==> config.mk <==
export PLATFORM = sky130hd
export DESIGN_NAME = ncov_fifo
export DESIGN_NICKNAME = d
export VERILOG_FILES = /design/src/rtl/ncov_pkg.sv /design/src/rtl/ncov_fifo.sv
export SDC_FILE = /design/constraint.sdc
export NUM_CORES = 1
export LEC_CHECK = 0
export ABC_AREA = 1
export BUFFER_PORTS_ARGS = -buffer_cell sky130_fd_sc_hd__buf_2
export CORE_MARGIN = 2
export CORE_UTILIZATION = 35
export DETAILED_ROUTE_END_ITERATION = 10
export PLACE_DENSITY = 0.68
export RECOVER_POWER = 100
export SKIP_CTS_REPAIR_TIMING = 1
export SYNTH_ARGS = -nofsm -noshare
export SYNTH_HDL_FRONTEND = slang
export SYNTH_SLANG_ARGS = --single-unit
==> constraint.sdc <==
create_clock -name clk -period 11.85 [get_ports clk]
set_clock_uncertainty 0.2 [all_clocks]
set_input_delay 1.7775 -clock clk [delete_from_list [all_inputs] [get_ports clk]]
set_output_delay 1.7775 -clock clk [all_outputs]
set_load 0.02 [all_outputs]
==> src/rtl/ncov_pkg.sv <==
`timescale 1ns / 1ps

package ncov_pkg;

    // Field and accumulator widths.
    localparam int COORD_W       = 20;
    localparam int CNT_W         = 7;
    localparam int MAX_NEIGHBORS = 64;
    localparam int SUM_W         = 27;
    localparam int SQ_W          = 47;
    localparam int OUT_W         = 48;
    localparam int EIG_W         = 32;
    localparam int IDX_W         = 2;

    // Divider operand widths and step counter width.
    localparam int DIV_NUM_W = 64;
    localparam int DIV_DEN_W = 32;
    localparam int DIV_CNT_W = 6;

    // Set queue depth.
    localparam int FIFO_DEPTH = 2;
    localparam int FIFO_CNT_W = 2;

    // Configuration register indexes.
    localparam logic [IDX_W-1:0] REG_MIN_NEIGHBORS   = 2'd0;
    localparam logic [IDX_W-1:0] REG_REGULARIZE_MODE = 2'd1;
    localparam logic [IDX_W-1:0] REG_EIG_SMALL       = 2'd2;
    localparam logic [IDX_W-1:0] REG_EIG_LARGE       = 2'd3;

    // Reset values of the configuration registers.
    localparam logic [CNT_W-1:0] RST_MIN_NEIGHBORS = 7'd10;
    localparam logic [EIG_W-1:0] RST_EIG_SMALL     = 32'd1049;
    localparam logic [EIG_W-1:0] RST_EIG_LARGE     = 32'd1048576;

    // 1.0 in Q28.20.
    localparam logic [OUT_W-1:0] ONE_Q20 = 48'h000000100000;

    // Output range in a 64-bit signed word.
    localparam logic signed [63:0] OUT_MAX = 64'sh00007FFFFFFFFFFF;
    localparam logic signed [63:0] OUT_MIN = -64'sh0000800000000000;

    // One finished neighbor set handed from the front to the back.
    typedef struct packed {
        logic [CNT_W-1:0]        count;
        logic signed [SUM_W-1:0] sum_x;
        logic signed [SUM_W-1:0] sum_y;
        logic signed [SQ_W-1:0]  sum_xx;
        logic signed [SQ_W-1:0]  sum_xy;
        logic signed [SQ_W-1:0]  sum_yy;
    } set_t;

    typedef struct packed {
        logic                 start;
        logic [DIV_NUM_W-1:0] num;
        logic [DIV_DEN_W-1:0] den;
    } div_req_t;

    typedef struct packed {
        logic                 done;
        logic [DIV_NUM_W-1:0] quo;
    } div_rsp_t;

    typedef struct packed {
        logic [CNT_W-1:0] min_neighbors;
        logic             regularize_mode;
        logic [EIG_W-1:0] eig_small;
        logic [EIG_W-1:0] eig_large;
    } cfg_t;

    // Clamp a signed value to the 48-bit output range.
    function automatic logic [OUT_W-1:0] sat_out(input logic signed [63:0] v);
        logic [OUT_W-1:0] r;
        if (v > OUT_MAX) begin
            r = OUT_MAX[OUT_W-1:0];
        end
        else if (v < OUT_MIN) begin
            r = OUT_MIN[OUT_W-1:0];
        end
        else begin
            r = v[OUT_W-1:0];
        end
        return r;
    endfunction

endpackage

==> src/rtl/ncov_fifo.sv <==
`timescale 1ns / 1ps

module ncov_fifo
    import ncov_pkg::*;
(
    input  logic                  clk,
    input  logic                  rst_n,
    input  logic                  push,
    input  set_t                  push_data,
    input  logic                  pop,
    output set_t                  pop_data,
    output logic [FIFO_CNT_W-1:0] count
);

    localparam int PTR_W = $clog2(FIFO_DEPTH);

    set_t                  mem [FIFO_DEPTH];
    logic [PTR_W-1:0]      wr_ptr_reg;
    logic [PTR_W-1:0]      rd_ptr_reg;
    logic [FIFO_CNT_W-1:0] count_reg;

    assign count    = count_reg;
    assign pop_data = mem[rd_ptr_reg];

    // Pointers and fill count.
    always_ff @(posedge clk or negedge rst_n)
    begin
        if (!rst_n)
        begin
            wr_ptr_reg <= '0;
            rd_ptr_reg <= '0;
            count_reg  <= '0;
        end
        else
        begin
            if (push)
            begin
                wr_ptr_reg <= wr_ptr_reg + 1'b1;
            end
            if (pop)
            begin
                rd_ptr_reg <= rd_ptr_reg + 1'b1;
            end
            count_reg <= count_reg + FIFO_CNT_W'(push) - FIFO_CNT_W'(pop);
        end
    end

    always_ff @(posedge clk)
    begin
        if (push)
        begin
            mem[wr_ptr_reg] <= push_data;
        end
    end

endmodule

==> results_dict.tcl <==
set metrics [dict create \
    cp-startpoint "rd_ptr_reg" \
    numPlacedInstances 2033 \
    grt_first_pass_wirelength_um 47600 \
    clock-sinks 408 \
    multi_input_area_um2 1850 \
    routed_via_density 4.35 \
    drive_gt1_frac 0.132 \
    final_hold_viol_count 0 \
    wl_per_cell_um 15.4 \
    relSlewSlack -1.77 \
    die_area_um2 45300 \
    cp-start-kind "flip-flop" \
    violations "max-capacitance violations, max-slew violations" \
    path_max_fanout 93 \
    setup_ws_ns 4.66 \
    track_usage 0.138 \
    yosys.area.top_type_share 0.794 \
    cts_buffers 43 \
    endpoint_kind "output pin" \
    wl_um 32600 \
    io_pins 410 \
    ff_latch_area_um2 12200 \
    syn_to_final_growth_pct 22.3 \
    antenna_found_initial 8 \
    fillers 4062 \
    ir_worst_vdd_uv 160 \
    start_util 0.355 \
    final_cell_mix "edfxtp_1 (404), clkbuf_1 (282), inv_1 (208), nand2_1 (208), buf_2 (140)" \
    yosys_warnings 0 \
    yosysSeqAreaShare 0.801 \
    rows 76 \
    place_congestion 0.789 \
    avgSynthCellArea_um2 14.2 \
    clockBufferDepth 3 \
    final_common_cell "edfxtp_1" \
    syn_nets 1286 \
    grt_max_degree 263 \
    synth_area_um2 15300 \
    leakage_nw 7.26 \
    largest_register_ffs 404 \
    portBuffers 409 \
    dieHeight_um 213 \
    critical_path_class "reg2out" \
    worst_slew_pin_slew_ns 4.16 \
    drc 0 \
    synth_cells 1078 \
    maxCapViolCount 5 \
    ant_nets 0 \
    dp_hpwl_um 21200 \
    synth_largest_area_cell "edfxtp_1" \
    vias 9183 \
    rsz0062_at_grt "false" \
    hp-class "reg2reg" \
    finalCriticalPeriod_ns 7.19 \
    power_density_nw_per_um2 256 \
    rr_worst_depth 3 \
    drv_slew 352 \
    cts-root-buf "clkbuf_16" \
    fin_crit_sh 0.607 \
    drtPass1Iterations 7 \
    hold_start "wr_ptr_reg" \
    cts_tree "done" \
    p_total_mw 4.79 \
    min_path_cells 1 \
    r2r_setup_slack_ns 6.66 \
    drtIter0Drc 580 \
    grt-ovfl-total 0 \
    dieWidth_um 213 \
    dp_worst_setup_slack_ns 7.44 \
    htreeDepth 2 \
    coreArea_um2 43100 \
    ys_types 14 \
    path_clk_slew_ns 0.06 \
    crit_arrival_ns 5.22 \
    run_status "finished, violations left" \
    setup_viol 0 \
    whs_endpoint "wr_ptr_reg" \
    grt_pass1_vias 9098 \
    synthTopCellsByArea "edfxtp_1 (79%), inv_1 (5.1%), nand2_1 (5.1%)" \
    ys_ff_latch 408 \
    r2r-start "wr_ptr_reg" \
    fmax_ghz 0.139 \
    finalNetCount 1701 \
    stdcell_count 2112 \
    required_ns 9.87 \
    clk_latency_ns 0.55 \
    r2r-end "mem[1][79]" \
    totalNegativeSetupSlack_ns 0 \
]
[final cells by class]
type                    count  area share
flip-flops and latches    408       0.655
multi-input cells         416      0.0990
repair buffers            415      0.0938
clock buffers              54      0.0621
inverters                 209      0.0424
well taps                 585      0.0392
clock inverters            23     0.00851
diodes                      2    0.000268
[worst max-delay path, cell delays in order, from the launching register on]
cell and delay (ns):
dfrtp_1 1.35, clkbuf_1 2.41, o21ai_0 0.50, buf_2 0.32
[cells by family (layout without fill, tap and decap cells)]
kind of cell,Yosys count,in the layout,share of synthesized area
adders and majority gates,2,2,0.00164
other,0,2,0
DFF,408,408,0.801
buffers and inverters,254,701,0.0785
and+or+nand+nor,210,210,0.0517
AOI/OAI and AO/OA,202,202,0.0662
xor gates and xnor gates,2,2,0.00115
[layer usage]
metal	vias to the layer above	global-route usage	share of wire
met5	-	0	0.0022
met4	10	0.0504	0.021
met1	4286	0.154	0.38
met2	351	0.229	0.48
li1	4479	-	-
met3	57	0.0640	0.12
[Yosys cell counts]
cell type,n
buf_2,1
buf_4,15
buf_6,25
clkbuf_1,4
dfrtp_1,4
edfxtp_1,404
ha_1,2
inv_1,209
nand2_1,208
nand3_1,1
nor2_1,1
o21ai_0,52
o21ai_1,150
xor2_1,2
[stage by stage]
step	instance area [um2]	util	hold WS, ns
floorplan	15300	-	0.263
global placement	17700	0.411	0.351
detailed placement	17700	0.411	0.364
CTS	19000	0.442	0.377
global route	18700	0.434	0.401
finish	18700	0.434	0.375
[power breakdown]
group	total [mW]	internal (mW)	switching (mW)	leakage, nW
sequential	2.02	1.94	0.0835	3.84
clock	1.26	0.735	0.529	0.651
combinational	1.51	0.355	1.15	2.77
total	4.79	3.03	1.76	7.26
[how the worst max path moves through the flow]
stage | end | cells after the start | slack (ns)
finish | pop_data[183] | 3 | 4.66
CTS | pop_data[100] | 4 | 7.07
detailed placement | mem[1][22] | 4 | 7.44
global route | pop_data[183] | 3 | 3.92
floorplan | mem[0][0] | 2 | 0.62
global placement | mem[1][22] | 4 | 7.43
No activity file was read; power rests on OpenSTA's default activity.
