### src/rtl/ncov_pkg.sv
`timescale 1ns / 1ps

package ncov_pkg;

    // Field and accumulator widths.
    localparam int COORD_W       = 20;
    localparam int CNT_W         = 7;
    localparam int MAX_NEIGHBORS = 64;
    localparam int SUM_W         = 27;
    localparam int SQ_W          = 47;
    localparam int OUT_W         = 48;
    localparam int EIG_W         = 32;
    localparam int IDX_W         = 2;

    // Divider operand widths and step counter width.
    localparam int DIV_NUM_W = 64;
    localparam int DIV_DEN_W = 32;
    localparam int DIV_CNT_W = 6;

    // Set queue depth.
    localparam int FIFO_DEPTH = 2;
    localparam int FIFO_CNT_W = 2;

    // Configuration register indexes.
    localparam logic [IDX_W-1:0] REG_MIN_NEIGHBORS   = 2'd0;
    localparam logic [IDX_W-1:0] REG_REGULARIZE_MODE = 2'd1;
    localparam logic [IDX_W-1:0] REG_EIG_SMALL       = 2'd2;
    localparam logic [IDX_W-1:0] REG_EIG_LARGE       = 2'd3;

    // Reset values of the configuration registers.
    localparam logic [CNT_W-1:0] RST_MIN_NEIGHBORS = 7'd10;
    localparam logic [EIG_W-1:0] RST_EIG_SMALL     = 32'd1049;
    localparam logic [EIG_W-1:0] RST_EIG_LARGE     = 32'd1048576;

    // 1.0 in Q28.20.
    localparam logic [OUT_W-1:0] ONE_Q20 = 48'h000000100000;

    // Output range in a 64-bit signed word.
    localparam logic signed [63:0] OUT_MAX = 64'sh00007FFFFFFFFFFF;
    localparam logic signed [63:0] OUT_MIN = -64'sh0000800000000000;

    // One finished neighbor set handed from the front to the back.
    typedef struct packed {
        logic [CNT_W-1:0]        count;
        logic signed [SUM_W-1:0] sum_x;
        logic signed [SUM_W-1:0] sum_y;
        logic signed [SQ_W-1:0]  sum_xx;
        logic signed [SQ_W-1:0]  sum_xy;
        logic signed [SQ_W-1:0]  sum_yy;
    } set_t;

    typedef struct packed {
        logic                 start;
        logic [DIV_NUM_W-1:0] num;
        logic [DIV_DEN_W-1:0] den;
    } div_req_t;

    typedef struct packed {
        logic                 done;
        logic [DIV_NUM_W-1:0] quo;
    } div_rsp_t;

    typedef struct packed {
        logic [CNT_W-1:0] min_neighbors;
        logic             regularize_mode;
        logic [EIG_W-1:0] eig_small;
        logic [EIG_W-1:0] eig_large;
    } cfg_t;

    // Clamp a signed value to the 48-bit output range.
    function automatic logic [OUT_W-1:0] sat_out(input logic signed [63:0] v);
        logic [OUT_W-1:0] r;
        if (v > OUT_MAX) begin
            r = OUT_MAX[OUT_W-1:0];
        end
        else if (v < OUT_MIN) begin
            r = OUT_MIN[OUT_W-1:0];
        end
        else begin
            r = v[OUT_W-1:0];
        end
        return r;
    endfunction

endpackage

### src/rtl/ncov_front.sv
`timescale 1ns / 1ps

module ncov_front
    import ncov_pkg::*;
(
    input  logic                  clk,
    input  logic                  rst_n,
    input  logic                  s_tvalid,
    output logic                  s_tready,
    input  logic [39:0]           s_tdata,   // coord_x [19:0], coord_y [39:20]
    input  logic                  s_tlast,   // last_neighbor
    input  logic [FIFO_CNT_W-1:0] fifo_count,
    output logic                  push,
    output set_t                  push_data
);

    localparam int PROD_W = 2 * COORD_W;

    logic                      s1_valid_reg;
    logic                      s1_last_reg;
    logic signed [COORD_W-1:0] s1_x_reg;
    logic signed [COORD_W-1:0] s1_y_reg;
    logic signed [PROD_W-1:0]  s1_xx_reg;
    logic signed [PROD_W-1:0]  s1_xy_reg;
    logic signed [PROD_W-1:0]  s1_yy_reg;

    set_t acc_reg;
    set_t acc_next;
    set_t acc_upd;

    logic                      accept;
    logic                      pend;
    logic [FIFO_CNT_W-1:0]     used;
    logic signed [COORD_W-1:0] in_x;
    logic signed [COORD_W-1:0] in_y;

    // A set closing in the product stage has a queue slot reserved.
    assign pend     = s1_valid_reg & s1_last_reg;
    assign used     = fifo_count + FIFO_CNT_W'(pend);
    assign s_tready = (used < FIFO_CNT_W'(FIFO_DEPTH));
    assign accept   = s_tvalid & s_tready;

    assign in_x = signed'(s_tdata[COORD_W-1:0]);
    assign in_y = signed'(s_tdata[2*COORD_W-1:COORD_W]);

    // Product stage.
    always_ff @(posedge clk or negedge rst_n)
    begin
        if (!rst_n)
        begin
            s1_valid_reg <= 1'b0;
            s1_last_reg  <= 1'b0;
        end
        else
        begin
            s1_valid_reg <= accept;
            s1_last_reg  <= s_tlast;
        end
    end

    always_ff @(posedge clk)
    begin
        if (accept)
        begin
            s1_x_reg  <= in_x;
            s1_y_reg  <= in_y;
            s1_xx_reg <= PROD_W'(in_x) * PROD_W'(in_x);
            s1_xy_reg <= PROD_W'(in_x) * PROD_W'(in_y);
            s1_yy_reg <= PROD_W'(in_y) * PROD_W'(in_y);
        end
    end

    // Accumulate stage; words past the neighbor limit are dropped.
    always_comb
    begin
        acc_upd = acc_reg;
        if (s1_valid_reg && (acc_reg.count < CNT_W'(MAX_NEIGHBORS)))
        begin
            acc_upd.count  = acc_reg.count + 1'b1;
            acc_upd.sum_x  = acc_reg.sum_x + SUM_W'(s1_x_reg);
            acc_upd.sum_y  = acc_reg.sum_y + SUM_W'(s1_y_reg);
            acc_upd.sum_xx = acc_reg.sum_xx + SQ_W'(s1_xx_reg);
            acc_upd.sum_xy = acc_reg.sum_xy + SQ_W'(s1_xy_reg);
            acc_upd.sum_yy = acc_reg.sum_yy + SQ_W'(s1_yy_reg);
        end
        push      = pend;
        push_data = acc_upd;
        acc_next  = pend ? '0 : acc_upd;
    end

    always_ff @(posedge clk or negedge rst_n)
    begin
        if (!rst_n)
        begin
            acc_reg <= '0;
        end
        else
        begin
            acc_reg <= acc_next;
        end
    end

endmodule

### config.mk
export PLATFORM = sky130hd
export DESIGN_NAME = ncov_front
export DESIGN_NICKNAME = d
export VERILOG_FILES = /design/src/rtl/ncov_pkg.sv /design/src/rtl/ncov_front.sv
export SDC_FILE = /design/constraint.sdc
export NUM_CORES = 2
export LEC_CHECK = 0
export BUFFER_PORTS_ARGS = -buffer_cell sky130_fd_sc_hd__buf_2
export CAP_MARGIN = 20
export CORE_MARGIN = 8
export CORE_UTILIZATION = 59
export DETAILED_ROUTE_END_ITERATION = 16
export HOLD_SLACK_MARGIN = 0.05
export PLACE_DENSITY_LB_ADDON = 0.15
export SLEW_MARGIN = 20
export SYNTH_ARGS = -nofsm -noshare
export SYNTH_HDL_FRONTEND = slang
export SYNTH_SLANG_ARGS = --single-unit
### constraint.sdc
create_clock -name clk -period 4.45 [get_ports clk]
set_input_delay 0.89 -clock clk [delete_from_list [all_inputs] [get_ports clk]]
set_output_delay 0.89 -clock clk [all_outputs]
set_load 0.02 [all_outputs]
==> results.sh <==
export IMPL_critPathKind="input port to flop"
export IMPL_timing_critical_path_slowest_cell_delay_ns=0.58
export IMPL_routed_via_density=5.54
export IMPL_drtPass1Iterations=6
export IMPL_worst_skew_pair_late_latency_ns=0.64
export IMPL_detail_route_iter0_violations=3341
export IMPL_cts_sink_count=360
export IMPL_required_ns=4.80
export IMPL_critical_path_top_delay_family="adder cells"
export IMPL_cell_with_the_largest_stage_delay_on_the_worst_path="sky130_fd_sc_hd__fa_1"
export IMPL_io_pins=250
export IMPL_synth_seq_cells=360
export IMPL_detail_route_antenna_nets=0
export IMPL_placement_cell_area_mm2=0.0759
export IMPL_layout_worst_path_cycle_share_pct=155
export IMPL_routedWlPerCell_um=20.0
export IMPL_max_transition_margin_pct=38.5
export IMPL_most_used_flip_flop_cell_after_synthesis="sky130_fd_sc_hd__dfrtp_1"
export IMPL_synth_async_sr_flop_share_pct=56.7
export IMPL_hp_class="input port to asynchronous set/reset pin"
export IMPL_number_of_enable_flip_flop_cells_after_synthesis=156
export IMPL_wirelength_mm=192
export IMPL_worst_slew_pin_slew_ns=0.920
export IMPL_place_congestion=0.958
export IMPL_ys_warnings_count=0
export IMPL_layout_core_utilization_pct=74.8
export IMPL_post_synth_cell_area_avg_um2=9.28
export IMPL_start_kind="input port"
export IMPL_netlist_instances=7004
export IMPL_fp_coreArea_mm2=0.109
export IMPL_final_nets=9838
export IMPL_violations_in_the_final_reports="setup timing"
export IMPL_cap_viol_max_count=0
export IMPL_dr_total_vias=53130
export IMPL_worstPathBufferInverterCount=7
export IMPL_std_cell_rows=121
export IMPL_layout_min_cycle_time_ns=6.90
export IMPL_post_route_drc_count=0
export IMPL_port_buffer_count=249
export IMPL_netlist_area_leader_share_pct=36.6
export IMPL_fin_ws_ns=-2.45
export IMPL_grt_start_max_net_pins=90
export IMPL_hpwl_mm=153
export IMPL_yosys_area_top_type="sky130_fd_sc_hd__fa_1"
export IMPL_syn_num_nets=8758
export IMPL_start_util_pct=59.6
export IMPL_timing_final_max_slew_violations=0
export IMPL_synth_sequential_area_ratio_pct=15.1
export IMPL_tritoncts_clock_tree="built"
export IMPL_gr_total_overflow=0
export IMPL_netlist_top_cells_area="sky130_fd_sc_hd__fa_1 (37%), sky130_fd_sc_hd__ha_1 (10%), sky130_fd_sc_hd__inv_1 (8.0%)"
export IMPL_rsz0062_at_grt="yes"
export IMPL_fmaxAchievable_ghz=0.145
export IMPL_postCtsHoldBufs=0
export IMPL_global_route_wire_length_before_repair_mm=302
export IMPL_largest_reg_flops=202
export IMPL_worst_ep_arrival_time_ns=7.25
export IMPL_final_design_area_no_fill_mm2=0.0816
export IMPL_syn2layout_area_growth_pct=25.5
export IMPL_critical_path_end_type="flop"
export IMPL_synthDistinctLibCells=89
export IMPL_htree_num_levels=2
export IMPL_cts_reportedPaths_clkPinSlew_ns=0.06
export IMPL_tritoncts_num_buffers=43
export IMPL_track_usage_pct=31.4
export IMPL_timing_hold_violations_final=0
export IMPL_antenna_found_initial=10
export IMPL_die_area_mm2=0.121
export IMPL_clock_skew_ns=0.0569
export IMPL_clock_tree_root_cell="sky130_fd_sc_hd__clkbuf_16"
export IMPL_grt_pass1_vias=56208
export IMPL_critical_path_top_cell_by_count="sky130_fd_sc_hd__fa_1"
export IMPL_die_w_um=348
export IMPL_outcome="finished, violations left"
export IMPL_mappedNetlistArea_mm2=0.0650
export IMPL_layout_drive_gt1_share_pct=25.3
export IMPL_number_of_setup_violations_in_the_final_report=187
export IMPL_worstPathMaxFanout=7
export IMPL_fillers=7705
export IMPL_cts_buffer_depth=3
export IMPL_fp_dieH_um=348
layout make-up:
type	instances	area [µm²]	share of cell area (%)
multi-input combinational	4985	52200	64.0
timing repair buffer	1296	11000	13.5
sequential	360	9790	12.0
inverter	1398	5280	6.47
tap	1476	1850	2.26
clock buffer	49	1110	1.36
clock inverter	31	313	0.383
antenna	1	2.50	0.00307
worst register-to-register path, stage by stage (launching register included):
cell,delay [ns]
sky130_fd_sc_hd__edfxtp_1,0.41
sky130_fd_sc_hd__ha_2,0.26
sky130_fd_sc_hd__fa_1,0.42
sky130_fd_sc_hd__a21o_1,0.24
sky130_fd_sc_hd__a21oi_2,0.19
sky130_fd_sc_hd__o21a_1,0.22
sky130_fd_sc_hd__o211ai_1,0.19
sky130_fd_sc_hd__a41o_1,0.28
sky130_fd_sc_hd__buf_4,0.15
sky130_fd_sc_hd__a21o_1,0.17
sky130_fd_sc_hd__buf_4,0.14
sky130_fd_sc_hd__a31o_2,0.22
sky130_fd_sc_hd__a211oi_1,0.25
sky130_fd_sc_hd__o31ai_1,0.12
sky130_fd_sc_hd__and2_1,0.19
cell usage in the layout, fill, tap and decap left out, types with 203 or more instances in the layout:
cell	Yosys	layout
sky130_fd_sc_hd__inv_1	1388	1299
sky130_fd_sc_hd__fa_1	1188	1108
sky130_fd_sc_hd__buf_4	0	861
sky130_fd_sc_hd__nand2_1	841	775
sky130_fd_sc_hd__ha_1	520	445
sky130_fd_sc_hd__and2_1	466	403
sky130_fd_sc_hd__a21oi_1	324	256
sky130_fd_sc_hd__nor2_1	244	205
sky130_fd_sc_hd__dfrtp_1	204	204
sky130_fd_sc_hd__buf_2	1	203
repair_timing:
item | in CTS | in global routing
gates resized for setup | 573 | 265
cloned | 7 | 0
pin swaps | 253 | 242
setup buffers | 91 | 56
endpoints found under the setup margin | 208 | 222
synthesized netlist by cell type (all sizes together) (25+ instances only):
cell type	instances
nor2b	48
fa	1188
nand3	53
o21a	34
o31ai	26
xnor2	219
inv	1390
ha	520
a31oi	36
a21o	160
mux2i	25
a211oi	31
and3	44
nand4	31
nand2b	39
nor3	48
edfxtp	156
a21oi	326
nor2	244
dfrtp	204
xor2	85
o21ai	247
and2	466
o21bai	47
nand2	841
clkbuf	239
metrics by stage:
step | instances | TNS [ns] | hold slack [ns] | setup WS [ns]
CTS | 9555 | -199.01 | 0.329 | -2.41
floorplan | 7004 | -178.61 | 0.475 | -3.03
global route | 9595 | -229.57 | 0.328 | -2.61
finish | 9596 | -195.70 | 0.276 | -2.45
detailed placement | 9391 | -266.49 | 0.501 | -3.49
global placement | 9391 | -260.05 | 0.494 | -3.42
logic make-up (layout without fill, tap and decap cells):
| group | after synthesis | count (layout) | share of synthesized area [%] |
|---|---|---|---|
| AND/OR/NAND/NOR | 1896 | 1896 | 14.0 |
| adder cells (fa/ha/maj) | 1708 | 1708 | 46.6 |
| buffers and inverters | 1659 | 2774 | 9.58 |
| AO/OA/AOI/OAI | 1049 | 1049 | 10.2 |
| flip-flops | 360 | 360 | 15.1 |
| XOR/XNOR | 304 | 304 | 4.09 |
| multiplexers | 28 | 28 | 0.437 |
| other | 0 | 1 | 0 |
path summary, 6_finish.rpt:
check | endpoint | slack [ns] | depth (start not counted) | start
worst max-delay path | s1_xx_reg[39] | -2.45 | 26 | s_tdata[12]
worst min-delay path | acc_reg[41] | 0.28 | 1 | rst_n
worst max register to register | acc_reg[190] | 0.88 | 14 | s1_x_reg[0]
worst min register to register | acc_reg[89] | 0.53 | 2 | acc_reg[89]
max in group asynchronous | acc_reg[13] | 3.17 | 2 | rst_n
min in group clk | s1_last_reg | 0.41 | 1 | s_tlast
routing by layer:
metal | track usage (%) | share of wire (%)
met4 | 11.1 | 4.0
met1 | 42.2 | 41
met3 | 5.65 | 8.0
met5 | 0 | 0.021
met2 | 51.5 | 47
Power is left out: the tool's default activity adds up to more than one toggle a clock period on the data nets, which glitch-free logic cannot reach.
