**src/rtl/ncov_pkg.sv**
```systemverilog
`timescale 1ns / 1ps

package ncov_pkg;

    // Field and accumulator widths.
    localparam int COORD_W       = 20;
    localparam int CNT_W         = 7;
    localparam int MAX_NEIGHBORS = 64;
    localparam int SUM_W         = 27;
    localparam int SQ_W          = 47;
    localparam int OUT_W         = 48;
    localparam int EIG_W         = 32;
    localparam int IDX_W         = 2;

    // Divider operand widths and step counter width.
    localparam int DIV_NUM_W = 64;
    localparam int DIV_DEN_W = 32;
    localparam int DIV_CNT_W = 6;

    // Set queue depth.
    localparam int FIFO_DEPTH = 2;
    localparam int FIFO_CNT_W = 2;

    // Configuration register indexes.
    localparam logic [IDX_W-1:0] REG_MIN_NEIGHBORS   = 2'd0;
    localparam logic [IDX_W-1:0] REG_REGULARIZE_MODE = 2'd1;
    localparam logic [IDX_W-1:0] REG_EIG_SMALL       = 2'd2;
    localparam logic [IDX_W-1:0] REG_EIG_LARGE       = 2'd3;

    // Reset values of the configuration registers.
    localparam logic [CNT_W-1:0] RST_MIN_NEIGHBORS = 7'd10;
    localparam logic [EIG_W-1:0] RST_EIG_SMALL     = 32'd1049;
    localparam logic [EIG_W-1:0] RST_EIG_LARGE     = 32'd1048576;

    // 1.0 in Q28.20.
    localparam logic [OUT_W-1:0] ONE_Q20 = 48'h000000100000;

    // Output range in a 64-bit signed word.
    localparam logic signed [63:0] OUT_MAX = 64'sh00007FFFFFFFFFFF;
    localparam logic signed [63:0] OUT_MIN = -64'sh0000800000000000;

    // One finished neighbor set handed from the front to the back.
    typedef struct packed {
        logic [CNT_W-1:0]        count;
        logic signed [SUM_W-1:0] sum_x;
        logic signed [SUM_W-1:0] sum_y;
        logic signed [SQ_W-1:0]  sum_xx;
        logic signed [SQ_W-1:0]  sum_xy;
        logic signed [SQ_W-1:0]  sum_yy;
    } set_t;

    typedef struct packed {
        logic                 start;
        logic [DIV_NUM_W-1:0] num;
        logic [DIV_DEN_W-1:0] den;
    } div_req_t;

    typedef struct packed {
        logic                 done;
        logic [DIV_NUM_W-1:0] quo;
    } div_rsp_t;

    typedef struct packed {
        logic [CNT_W-1:0] min_neighbors;
        logic             regularize_mode;
        logic [EIG_W-1:0] eig_small;
        logic [EIG_W-1:0] eig_large;
    } cfg_t;

    // Clamp a signed value to the 48-bit output range.
    function automatic logic [OUT_W-1:0] sat_out(input logic signed [63:0] v);
        logic [OUT_W-1:0] r;
        if (v > OUT_MAX) begin
            r = OUT_MAX[OUT_W-1:0];
        end
        else if (v < OUT_MIN) begin
            r = OUT_MIN[OUT_W-1:0];
        end
        else begin
            r = v[OUT_W-1:0];
        end
        return r;
    endfunction

endpackage

```
**src/rtl/ncov_div.sv**
```systemverilog
`timescale 1ns / 1ps

module ncov_div
    import ncov_pkg::*;
(
    input  logic     clk,
    input  logic     rst_n,
    input  div_req_t req,
    output div_rsp_t rsp
);

    logic                 busy_reg;
    logic                 done_reg;
    logic [DIV_CNT_W-1:0] cnt_reg;
    logic [DIV_NUM_W-1:0] quo_reg;
    logic [DIV_NUM_W-1:0] quo_next;
    logic [DIV_DEN_W-1:0] rem_reg;
    logic [DIV_DEN_W-1:0] rem_next;
    logic [DIV_DEN_W-1:0] den_reg;
    logic [DIV_DEN_W:0]   rem_sh;
    logic                 fits;

    // One restoring step: one quotient bit per cycle.
    always_comb
    begin
        rem_sh   = {rem_reg, quo_reg[DIV_NUM_W-1]};
        fits     = (rem_sh >= {1'b0, den_reg});
        rem_next = fits ? DIV_DEN_W'(rem_sh - {1'b0, den_reg}) : rem_sh[DIV_DEN_W-1:0];
        quo_next = {quo_reg[DIV_NUM_W-2:0], fits};
    end

    always_ff @(posedge clk or negedge rst_n)
    begin
        if (!rst_n)
        begin
            busy_reg <= 1'b0;
            done_reg <= 1'b0;
            cnt_reg  <= '0;
        end
        else
        begin
            done_reg <= 1'b0;
            if (req.start)
            begin
                busy_reg <= 1'b1;
                cnt_reg  <= '0;
            end
            else if (busy_reg)
            begin
                cnt_reg <= cnt_reg + 1'b1;
                if (cnt_reg == DIV_CNT_W'(DIV_NUM_W - 1))
                begin
                    busy_reg <= 1'b0;
                    done_reg <= 1'b1;
                end
            end
        end
    end

    always_ff @(posedge clk)
    begin
        if (req.start)
        begin
            quo_reg <= req.num;
            rem_reg <= '0;
            den_reg <= req.den;
        end
        else if (busy_reg)
        begin
            quo_reg <= quo_next;
            rem_reg <= rem_next;
        end
    end

    assign rsp.done = done_reg;
    assign rsp.quo  = quo_reg;

endmodule

```
**config.mk**
```make
export PLATFORM = sky130hd
export DESIGN_NAME = ncov_div
export DESIGN_NICKNAME = d
export VERILOG_FILES = /design/src/rtl/ncov_pkg.sv /design/src/rtl/ncov_div.sv
export SDC_FILE = /design/constraint.sdc
export NUM_CORES = 1
export LEC_CHECK = 0
export ABC_AREA = 1
export BUFFER_PORTS_ARGS = -buffer_cell sky130_fd_sc_hd__buf_2
export CAP_MARGIN = 10
export CORE_MARGIN = 2
export CORE_UTILIZATION = 41
export CTS_CLUSTER_SIZE = 14
export DETAILED_ROUTE_END_ITERATION = 12
export PLACE_DENSITY_LB_ADDON = 0.12
export SYNTH_ARGS = -nofsm -noshare
export SYNTH_HDL_FRONTEND = slang
export SYNTH_SLANG_ARGS = --single-unit
```
**constraint.sdc**
```tcl
create_clock -name clk -period 3.18 [get_ports clk]
set_input_delay 0.477 -clock clk [delete_from_list [all_inputs] [get_ports clk]]
set_output_delay 0.477 -clock clk [all_outputs]
set_load 0.03 [all_outputs]
```
==> results of run 1 <==
==> per-stage QoR <==
step                      std cells  area [sq um]  utilization  total power (uW)  worst slack (ns)
after global routing           1572         10000        0.499              7820             0.349
after global placement         1539          9400        0.468              5180             0.641
after floorplan                1128          8350            -              4590             0.128
after detailed placement       1539          9400        0.468              5190             0.610
final                          1573         10000        0.499              7260             0.652
after CTS                      1572         10000        0.499              7330             0.603
==> logic make-up (layout without fill, tap and decap cells) <==
kind of cell	count (synthesis)	count (layout)	synth area share
simple gates	683	683	0.350
buf+inv	213	387	0.106
flops	136	136	0.446
compound gates	48	48	0.0321
fa+ha+maj	34	34	0.0518
xor+xnor	14	14	0.0147
other cells	0	1	0
==> layout make-up <==
cell class / instances / area (sq um)
Antenna cell: 1 / 2.50
Timing Repair Buffer: 172 / 913
Fill cell: 2032 / 10100
Inverter: 183 / 687
Tap cell: 270 / 338
Sequential cell: 136 / 3720
Clock inverter: 14 / 188
Multi-Input combinational cell: 779 / 3750
Clock buffer: 18 / 429
==> worst max-delay path by stage <==
stage / to / slack, ns / cells after the start
final: rem_reg[2] / 0.65 / 15
after global routing: rem_reg[9] / 0.35 / 15
after CTS: rem_reg[2] / 0.60 / 15
after detailed placement: rem_reg[2] / 0.61 / 15
after global placement: rem_reg[6] / 0.64 / 15
after floorplan: quo_reg[0] / 0.13 / 3
==> metal layers <==
layer,wire length [microns],vias up,track usage
met1,9740,3208,0.263
met2,9500,195,0.326
met5,0,-,0
met4,477,0,0.0694
met3,1520,32,0.0677
li1,-,3834,-
==> report_power, final <==
part	switching, uW	leakage, uW	internal (uW)
Sequential	149	0.00139	2170
Clock	858	0.000298	1260
Combinational	1830	0.00372	992
==> layout by cell type (no fill, tap or decap), types with 5 or more instances in the layout <==
cell type  count
nand2_1      502
inv_1        178
buf_2        162
edfxtp_1      96
nand3_1       78
nor2_1        41
ha_1          33
dfxtp_1       32
a21oi_1       22
clkbuf_16     17
nand3b_1      13
xnor2_1       13
o21ai_1       10
nand4_1        9
nand3_2        8
nand2_2        8
dfrtp_1        8
buf_4          7
o21ai_0        6
nor2_2         6
inv_6          5
==> worst max-delay path: cells and delay by family (launching register included) <==
| family | cells | cell delay, ns |
|---|---|---|
| compound gates | 1 | 0.10 |
| buf+inv | 3 | 0.20 |
| simple gates | 10 | 1.53 |
| flops | 1 | 0.36 |
| fa+ha+maj | 1 | 0.27 |
==> summary.md, run 1 <==
| Metric | Value |
|---|---|
| Status | finished clean |
| Worst Setup SP | den_reg[8] |
| Initial antenna violation count | 1 |
| Hold Crit Endpoint | den_reg[30] |
| Fin. max-slew vios | 0 |
| Final Setup Violations | 0 |
| Worst-skew pair later-pin latency | 0.43 ns |
| Max-Cap Viols | 0 |
| Setup Fix Bufs, Post-CTS | 0 |
| TritonCTS Buffers | 17 |
| Vias in the first global route | 7152 |
| P&R area growth vs syn | 20.1% |
| Fin Hold WS | 0.225 ns |
| Max Root-Sink Buffers | 2 |
| HP Class | in -> reg |
| CP endpoint kind | register |
| Die area | 21500 sq um |
| Ys async rst share | 0.0588 |
| Die W | 147 microns |
| Row count | 52 |
| R2r endpoint | rem_reg[2] |
| Tcrit/Tclk final | 0.795 |
| Crit-path max FO | 34 |
| Syn_nets | 1261 |
| Top-Level Pins | 164 |
| Critical Path Max Stage Delay | 0.41 ns |
| Most used cell along the critical path | nand2_1 |
| Post-CTS Hold Fix Bufs | 1 |
| Sink Count | 136 |
| Most common cell in the netlist | nand2_1 |
| Largest register FFs | 64 |
| Synth Warn # | 0 |
| Post-route DRC | 0 |
| Clock transition at path regs | 0.06 ns |
| Syn avg cell area | 7.41 sq um |
| Final ANT Viol Nets | 0 |
| DP HPWL | 15700 microns |
| RSZ-0062 raised after global routing | no |
| NumNets Final | 1422 |
| CTS tree | done |
| Area leader, netlist | edfxtp_1 |
| Max Fclk | 0.396 GHz |
| Slowest cell on the critical path | nand2_4 |
| Starting Density | 0.415 |
| Clk_skew | 0.0108 ns |
| Total grt overflow | 0 |
| Core area | 20100 sq um |
| Tmin final | 2.53 ns |
| Worst-Margin Slew | 0.648 ns |
| Top FF cell, synth | edfxtp_1 |
| Crit path cell chain | inv_1, ha_1, nand2_1, inv_1, nand2_1, nand2_1, inv_1, nand3_2, nand2_1, nand2_1, nand2_4, nand2_8, nand2_1, nand3_1, o21ai_1 |
| Avg Vias per Cell | 4.62 |
| Critical path class | reg -> reg |
| Pre-antenna DRT Iters | 5 |
| Setup total negative slack | 0 ns |
| Tot GR Track Use | 0.205 |
| Pwr/cell area | 724 nW/um^2 |
| Commonest cells post-synth | nand2_1 (502), inv_1 (179), edfxtp_1 (96) |
| Port Buffers | 163 |
| Sequential fraction of the synthesis area | 0.446 |
| Global-route wire length before repair | 35200 microns |
| Worst r2r src | den_reg[8] |
| Share of the synthesized area in the top cell type | 0.345 |
| Routability cong. | 0.911 |
| 1st-iter DRT viols | 366 |
| WP data required | 3.53 ns |
| Top cells by area, synth | edfxtp_1 (35%), nand2_1 (23%), inv_1 (8.0%), dfxtp_1 (7.7%), ha_1 (4.9%) |
| Leakage | 0.00541 uW |
| H-Tree Depth | 4 |
| Mapped Cells | 1128 |
| Reg2Reg Setup Slack | 0.65 ns |
| Clk root buf | clkbuf_16 |
| Worst slew margin | 0.568 |
| Area of the mapped netlist | 8350 sq um |
| Hold Path Depth | 1 |
| Die span in y | 147 microns |
| CTS-repair resized insts | 0 |
| Vias | 7269 |
| Post-synth EDFFs | 96 |
| Hold Vio Cnt, Final | 0 |
| Worst Path Arrival | 2.88 ns |
| FF+latch count, synth | 136 |
| Max VDD drop | 0.411 mV |
| Min-delay src | req[30] |
| Worst Setup Start Kind | register |
| Total wire length | 21200 microns |
| Layout cell share with drive strength beyond 1 | 0.182 |
| Worst r2r path cells | 15 |
| Largest net degree at the start of global routing | 54 |
| Drt wl/cell | 13.5 microns |
| Netlist cell types | 41 |
Note: power is estimated with default switching activity, not from simulation.
==> inputs of run 2 (changes only) <==
- clock period: 3.18 -> 2.5 ns (I/O delays scaled with it)
==> summary.md, run 2 (synthesis gave the netlist of run 1 again) <==
| Metric | Value |
|---|---|
| Tcrit/Tclk final | 0.905 (was 0.795) |
| Starting Density | 0.415 (unchanged) |
| Leakage | 0.00544 uW (was 0.00541 uW) |
| Metal2 WL | 9300 microns (was 9500 microns) |
| CP endpoint kind | register (unchanged) |
| Pre-antenna DRT Iters | 5 (unchanged) |
| Die span in y | 147 microns (unchanged) |
| Sink Count | 136 (unchanged) |
| Port Buffers | 163 (unchanged) |
| Critical path class | reg -> reg (unchanged) |
| Post-route DRC | 0 (unchanged) |
| Metal3 WL | 1480 microns (was 1520 microns) |
| Worst-Margin Slew | 0.538 ns (was 0.648 ns) |
| Hold Vio Cnt, Final | 0 (unchanged) |
| Most common cell after layout, fill and taps aside | nand2_1 (unchanged) |
| Avg Vias per Cell | 4.61 (was 4.62) |
| P&R area growth vs syn | 20.8% (was 20.1%) |
| Fillers | 2030 (was 2032) |
| Largest net degree at the start of global routing | 78 (was 54) |
| CTS-repair resized insts | 0 (unchanged) |
| Max Root-Sink Buffers | 2 (unchanged) |
| Top-Level Pins | 164 (unchanged) |
| Setup total negative slack | 0 ns (unchanged) |
| Worst Setup Start Kind | register (unchanged) |
| Initial antenna violation count | 3 (was 1) |
| Status | finished clean (unchanged) |
| DP HPWL | 15500 microns (was 15700 microns) |
| Final ANT Viol Nets | 0 (unchanged) |
| Slowest cell on the critical path | ha_1 (was nand2_4) |
| Total power after layout | 9360 uW (was 7260 uW) |
| Clk_skew | 0.0177 ns (was 0.0108 ns) |
| Layout cell share with drive strength beyond 1 | 0.185 (was 0.182) |
| Drt wl/cell | 13.4 microns (was 13.5 microns) |
| Critical Path Max Stage Delay | 0.39 ns (was 0.41 ns) |
| Routability cong. | 0.927 (was 0.911) |
| Worst-skew pair later-pin latency | 0.44 ns (was 0.43 ns) |
| NumNets Final | 1425 (was 1422) |
| Core area | 20100 sq um (unchanged) |
| WP data required | 2.82 ns (was 3.53 ns) |
| Global-route wire length before repair | 34900 microns (was 35200 microns) |
| Final Setup Violations | 0 (unchanged) |
| Most frequent cells in the layout | nand2_1 (502), inv_1 (178), buf_2 (162) (unchanged) |
| Max VDD drop | 0.505 mV (was 0.411 mV) |
| Clock transition at path regs | 0.07 ns (was 0.06 ns) |
| Pwr/cell area | 928 nW/um^2 (was 724 nW/um^2) |
| Most used cell along the critical path | nand2_1 (unchanged) |
| Die area | 21500 sq um (unchanged) |
| Tmin final | 2.26 ns (was 2.53 ns) |
| Worst slew margin | 0.641 (was 0.568) |
| TritonCTS Buffers | 17 (unchanged) |
| RSZ-0062 raised after global routing | no (unchanged) |
| Vias in the first global route | 7152 (unchanged) |
| Tot GR Track Use | 0.202 (was 0.205) |
| CTS tree | done (unchanged) |
| Top sig layer | met5 (was met4) |
| Largest register FFs | 64 (unchanged) |
| Total wire length | 21100 microns (was 21200 microns) |
| Max Fclk | 0.442 GHz (was 0.396 GHz) |
| Max-Cap Viols | 0 (unchanged) |
| H-Tree Depth | 4 (unchanged) |
| Vias | 7270 (was 7269) |
| Crit path cell chain | inv_1, ha_1, nand2_1, buf_4, nor2_1, nand2_1, nor2_1, nand2_1, nand3_1, nand2_1, nand2_1, nand2_1, nand3_1, nand2_1 (was inv_1, ha_1, nand2_1, inv_1, nand2_1, nand2_1, inv_1, nand3_2, nand2_1, nand2_1, nand2_4, nand2_8, nand2_1, nand3_1, o21ai_1) |
| Crit-path max FO | 5 (was 34) |
| Fin. max-slew vios | 0 (unchanged) |
| HP Class | in -> reg (unchanged) |
| Wire length on met1 | 9940 microns (was 9740 microns) |
| Worst Path Arrival | 2.59 ns (was 2.88 ns) |
| 1st-iter DRT viols | 405 (was 366) |
| Total grt overflow | 0 (unchanged) |
| Row count | 52 (unchanged) |
| Die W | 147 microns (unchanged) |
| Clk root buf | clkbuf_16 (unchanged) |
==> run 2: worst paths after layout <==
kind / depth (start not counted) / endpoint / slack (ns) / from
max in group asynchronous: 2 / done_reg / 2.00 / rst_n
worst min-delay path: 1 / den_reg[23] / 0.11 / req[23]
worst min register to register: 2 / rem_reg[21] / 0.47 / rem_reg[21]
worst max-delay path: 14 / rem_reg[23] / 0.24 / den_reg[21]
worst max register to register: 14 / rem_reg[23] / 0.24 / den_reg[21]
min in group asynchronous: 2 / busy_reg / 0.32 / rst_n
==> run 2: power by group <==
part | total (uW) | switching [uW] | internal, uW
Combinational | 3680 | 2360 | 1310
Clock | 2740 | 1120 | 1620
Sequential | 2950 | 187 | 2760
==> run 2: area by class of cell <==
cell class	instances	area [sq um]	share of cell area
multi-input cells	779	3750	0.372
flip-flops and latches	136	3720	0.369
repair buffers	175	961	0.0952
inverters	183	687	0.0681
clock buffers	17	425	0.0422
well taps	270	338	0.0335
clock inverters	15	204	0.0202
diodes	1	2.50	0.000248
==> run 2: routing by layer <==
layer,global-route usage,up-vias
met5,0,-
li1,-,3840
met4,0.0641,4
met1,0.264,3202
met2,0.322,188
met3,0.0634,36
==> run 2: critical path, delay by kind of cell (launching register included) <==
kind,cells,cell delay (ns)
AND/OR/NAND/NOR,11,1.23
adder cells (fa/ha/maj),1,0.39
flip-flops,1,0.32
buffers and inverters,2,0.22
==> run 2: metrics by stage <==
stage / cells / hold slack [ns] / cell area [sq um] / setup slack [ns] / util
5_1_grt: 1575 / 0.101 / 10100 / 0.0375 / 0.502
4_1_cts: 1574 / 0.0997 / 10100 / 0.141 / 0.501
3_5_place_dp: 1541 / 0.228 / 9440 / 0.149 / 0.470
3_3_place_gp: 1541 / 0.230 / 9440 / 0.149 / 0.470
6_report: 1576 / 0.111 / 10100 / 0.236 / 0.502
2_1_floorplan: 1128 / 0.0794 / 8350 / 0.382 / -
==> run 2: timing repair <==
action                                 4_1_cts  5_1_grt
hold buffers                                 1        0
setup endpoints to repair                    0       15
endpoints found under the hold margin        8        0
setup buffers                                0        1
==> inputs of run 3 (changes only) <==
- ABC_AREA: 1 -> not set
- PLACE_DENSITY_LB_ADDON: 0.12 -> not set
==> summary.md, run 3 <==
| Metric | Value |
|---|---|
| Starting Density | 0.421 (was 0.415) |
| Max-Cap Viols | 0 (unchanged) |
| HP Class | in -> reg (unchanged) |
| Most common cell after layout, fill and taps aside | buf_2 (was nand2_1) |
| Clk root buf | clkbuf_16 (unchanged) |
| Area leader, netlist | edfxtp_1 (unchanged) |
| Syn avg cell area | 11.1 sq um (was 7.41 sq um) |
| Sequential fraction of the synthesis area | 0.509 (was 0.446) |
| DP HPWL | 13900 microns (was 15500 microns) |
| 1st-iter DRT viols | 313 (was 405) |
| Commonest cells post-synth | edfxtp_1 (96), nand2_1 (65), mux2_2 (63) (was nand2_1 (502), inv_1 (179), edfxtp_1 (96)) |
| Top sig layer | met4 (was met5) |
| Worst r2r src | den_reg[1] (was den_reg[21]) |
| Hold Vio Cnt, Final | 0 (unchanged) |
| Drt wl/cell | 17.8 microns (was 13.4 microns) |
| Status | finished with violations (was finished clean) |
| Clock transition at path regs | 0.07 ns (about the same) |
| Largest net degree at the start of global routing | 66 (was 78) |
| Vias in the first global route | 6261 (was 7152) |
| NumNets Final | 1058 (was 1425) |
| Worst-Margin Slew | 0.593 ns (was 0.538 ns) |
| Top-Level Pins | 164 (unchanged) |
| Dpl cell area | 9020 sq um (was 9440 sq um) |
| Post-synth EDFFs | 96 (unchanged) |
| Inst Count DP | 1108 (was 1541) |
| Share of the synthesized area in the top cell type | 0.394 (was 0.345) |
| Max Fclk | 0.395 GHz (was 0.442 GHz) |
| Tcrit/Tclk final | 1.01 (was 0.905) |
| Ys async rst share | 0.0588 (unchanged) |
| Total wire length | 20600 microns (was 21100 microns) |
| Pwr/cell area | 600 nW/um^2 (was 928 nW/um^2) |
| Top FF cell, synth | edfxtp_1 (unchanged) |
| Final ANT Viol Nets | 0 (unchanged) |
| CP endpoint kind | register (unchanged) |
| Combinational share of power | 0.166 (was 0.393) |
| Fillers | 1417 (was 2030) |
| Initial antenna violation count | 0 (was 3) |
| Pre-antenna DRT Iters | 4 (was 5) |
| Row count | 48 (was 52) |
| CTS tree | done (unchanged) |
| Tot GR Track Use | 0.214 (was 0.202) |
| P&R area growth vs syn | 43.4% (was 20.8%) |
| Most frequent cells in the layout | buf_2 (162), buf_4 (102), edfxtp_1 (96) (was nand2_1 (502), inv_1 (178), buf_2 (162)) |
| Cell internal pwr | 4540 uW (was 5690 uW) |
| Largest register FFs | 64 (unchanged) |
| Final Instance Area | 10500 sq um (was 10100 sq um) |
| Mapped Cells | 658 (was 1128) |
| N_diodes | 0 (was 1) |
| Worst Path Arrival | 2.86 ns (was 2.59 ns) |
| Clk_skew | 0.0121 ns (was 0.0177 ns) |
| Vias | 6187 (was 7270) |
| Setup total negative slack | -0.115 ns (was 0 ns) |
| Tmin final | 2.53 ns (was 2.26 ns) |
| Register area | 3720 sq um (unchanged) |
| Routability cong. | 0.873 (was 0.927) |
| Sw Pwr | 1750 uW (was 3670 uW) |
| Synth Warn # | 0 (unchanged) |
| Worst-skew pair later-pin latency | 0.42 ns (was 0.44 ns) |
| Worst slew margin | 0.605 (was 0.641) |
| Netlist cell types | 69 (was 41) |
| WP data required | 2.83 ns (was 2.82 ns) |
| Fin. max-slew vios | 0 (unchanged) |
| Syn_nets | 791 (was 1261) |
| Reg power frac | 0.426 (was 0.315) |
| Leakage | 0.00448 uW (was 0.00544 uW) |
| Die span in y | 138 microns (was 147 microns) |
| Most common cell in the netlist | edfxtp_1 (was nand2_1) |
| Metal3 WL | 1500 microns (was 1480 microns) |
| Non-Filler Instances | 1162 (was 1576) |
| Crit-path max FO | 2 (was 5) |
| Final Setup Violations | 7 (was 0) |
| Die area | 18900 sq um (was 21500 sq um) |
| Port Buffers | 163 (unchanged) |
| Layout cell share with drive strength beyond 1 | 0.511 (was 0.185) |
| Worst Setup Start Kind | register (unchanged) |
| Total power after layout | 6290 uW (was 9360 uW) |
| Metal2 WL | 10200 microns (was 9300 microns) |
| Min-delay src | req[10] (was req[23]) |
| Wire length on met1 | 8600 microns (was 9940 microns) |
| Critical path class | reg -> reg (unchanged) |
| Worst slack at placement | -0.156 ns (was 0.149 ns) |
| Global-route wire length before repair | 31300 microns (was 34900 microns) |
| TritonCTS Buffers | 17 (unchanged) |
| Multi-input logic area | 3920 sq um (was 3750 sq um) |
| Area of the mapped netlist | 7310 sq um (was 8350 sq um) |
| Total grt overflow | 0 (unchanged) |
| H-Tree Depth | 4 (unchanged) |
| Clock Power Share | 0.408 (was 0.292) |
| Sink Count | 136 (unchanged) |
| Worst Setup SP | den_reg[1] (was den_reg[21]) |
| FF+latch count, synth | 136 (unchanged) |
| Max Root-Sink Buffers | 2 (unchanged) |
| Die W | 138 microns (was 147 microns) |
| Avg Vias per Cell | 5.32 (was 4.61) |
| Core area | 17400 sq um (was 20100 sq um) |
| Sw frac | 0.279 (was 0.392) |
| Post-route DRC | 0 (unchanged) |
| Top cells by area, synth | edfxtp_1 (39%), mux2_2 (9.7%), dfxtp_1 (8.8%), ha_1 (5.6%), nand2_1 (3.3%) (was edfxtp_1 (35%), nand2_1 (23%), inv_1 (8.0%), dfxtp_1 (7.7%), ha_1 (4.9%)) |
| Failing checks | negative setup slack |
| RSZ-0062 raised after global routing | yes (was no) |
| Max VDD drop | 0.488 mV (was 0.505 mV) |
| Fin worst setup slack | -0.0346 ns (was 0.236 ns) |
run 3: final timing paths:
path / endpoint / slack, ns / depth (start not counted)
max in group asynchronous: cnt_reg[1] / 1.98 / 2
worst min-delay path: den_reg[10] / 0.13 / 1
worst max-delay path: rem_reg[16] / -0.03 / 11
worst max register to register: rem_reg[16] / -0.03 / 11
min in group asynchronous: cnt_reg[0] / 0.36 / 2
worst min register to register: rem_reg[28] / 0.50 / 2
run 3: what timing repair did:
item,CTS,global route
endpoints found under the hold margin,8,0
hold buffers,1,0
setup endpoints to repair,32,33
pin swaps,23,38
gates cloned,0,3
buffers inserted,11,8
resized for setup,41,91
run 3: per-stage QoR:
step | utilization | hold WS, ns
floorplan | - | 0.0794
global placement | 0.520 | 0.222
detailed placement | 0.520 | 0.228
CTS | 0.572 | 0.114
global route | 0.604 | 0.113
finish | 0.604 | 0.125
run 3: kinds of logic (layout without fill, tap and decap cells):
family | count (synthesis) | in the layout | share of synthesized area
compound gates | 143 | 143 | 0.133
xor+xnor | 27 | 27 | 0.0323
fa+ha+maj | 34 | 34 | 0.0592
buf+inv | 74 | 353 | 0.0433
flops | 136 | 136 | 0.509
mux | 69 | 69 | 0.105
simple gates | 175 | 175 | 0.118
run 3: power groups by stage:
stage	Clock (uW)	Combinational, uW	Sequential [uW]
after floorplan	0	353	2930
after global placement	0	926	2720
after detailed placement	0	935	2720
after CTS	2600	988	2680
after global routing	2700	1120	2700
final	2570	1040	2680
run 3: critical path, cell delays in order, from the launching register on:
cell      delay (ns)
edfxtp_1        0.43
buf_4           0.17
fa_2            0.36
nand2b_4        0.16
a21oi_4         0.14
o21ai_2         0.09
buf_4           0.15
a311o_1         0.29
a31oi_2         0.19
or3_1           0.15
nand3_2         0.08
a311oi_2        0.24
run 3: area by class of cell:
cell class / count / share of cell area
multi-input combinational: 448 / 0.374
sequential: 136 / 0.355
timing repair buffer: 278 / 0.172
clock buffer: 17 / 0.0406
tap: 225 / 0.0268
inverter: 44 / 0.0161
clock inverter: 14 / 0.0156
run 3: per-layer routing:
layer | up-vias | global-route usage
met5 | - | 0
met2 | 194 | 0.363
met4 | 0 | 0.0544
li1 | 2964 | -
met1 | 2998 | 0.259
met3 | 31 | 0.0743
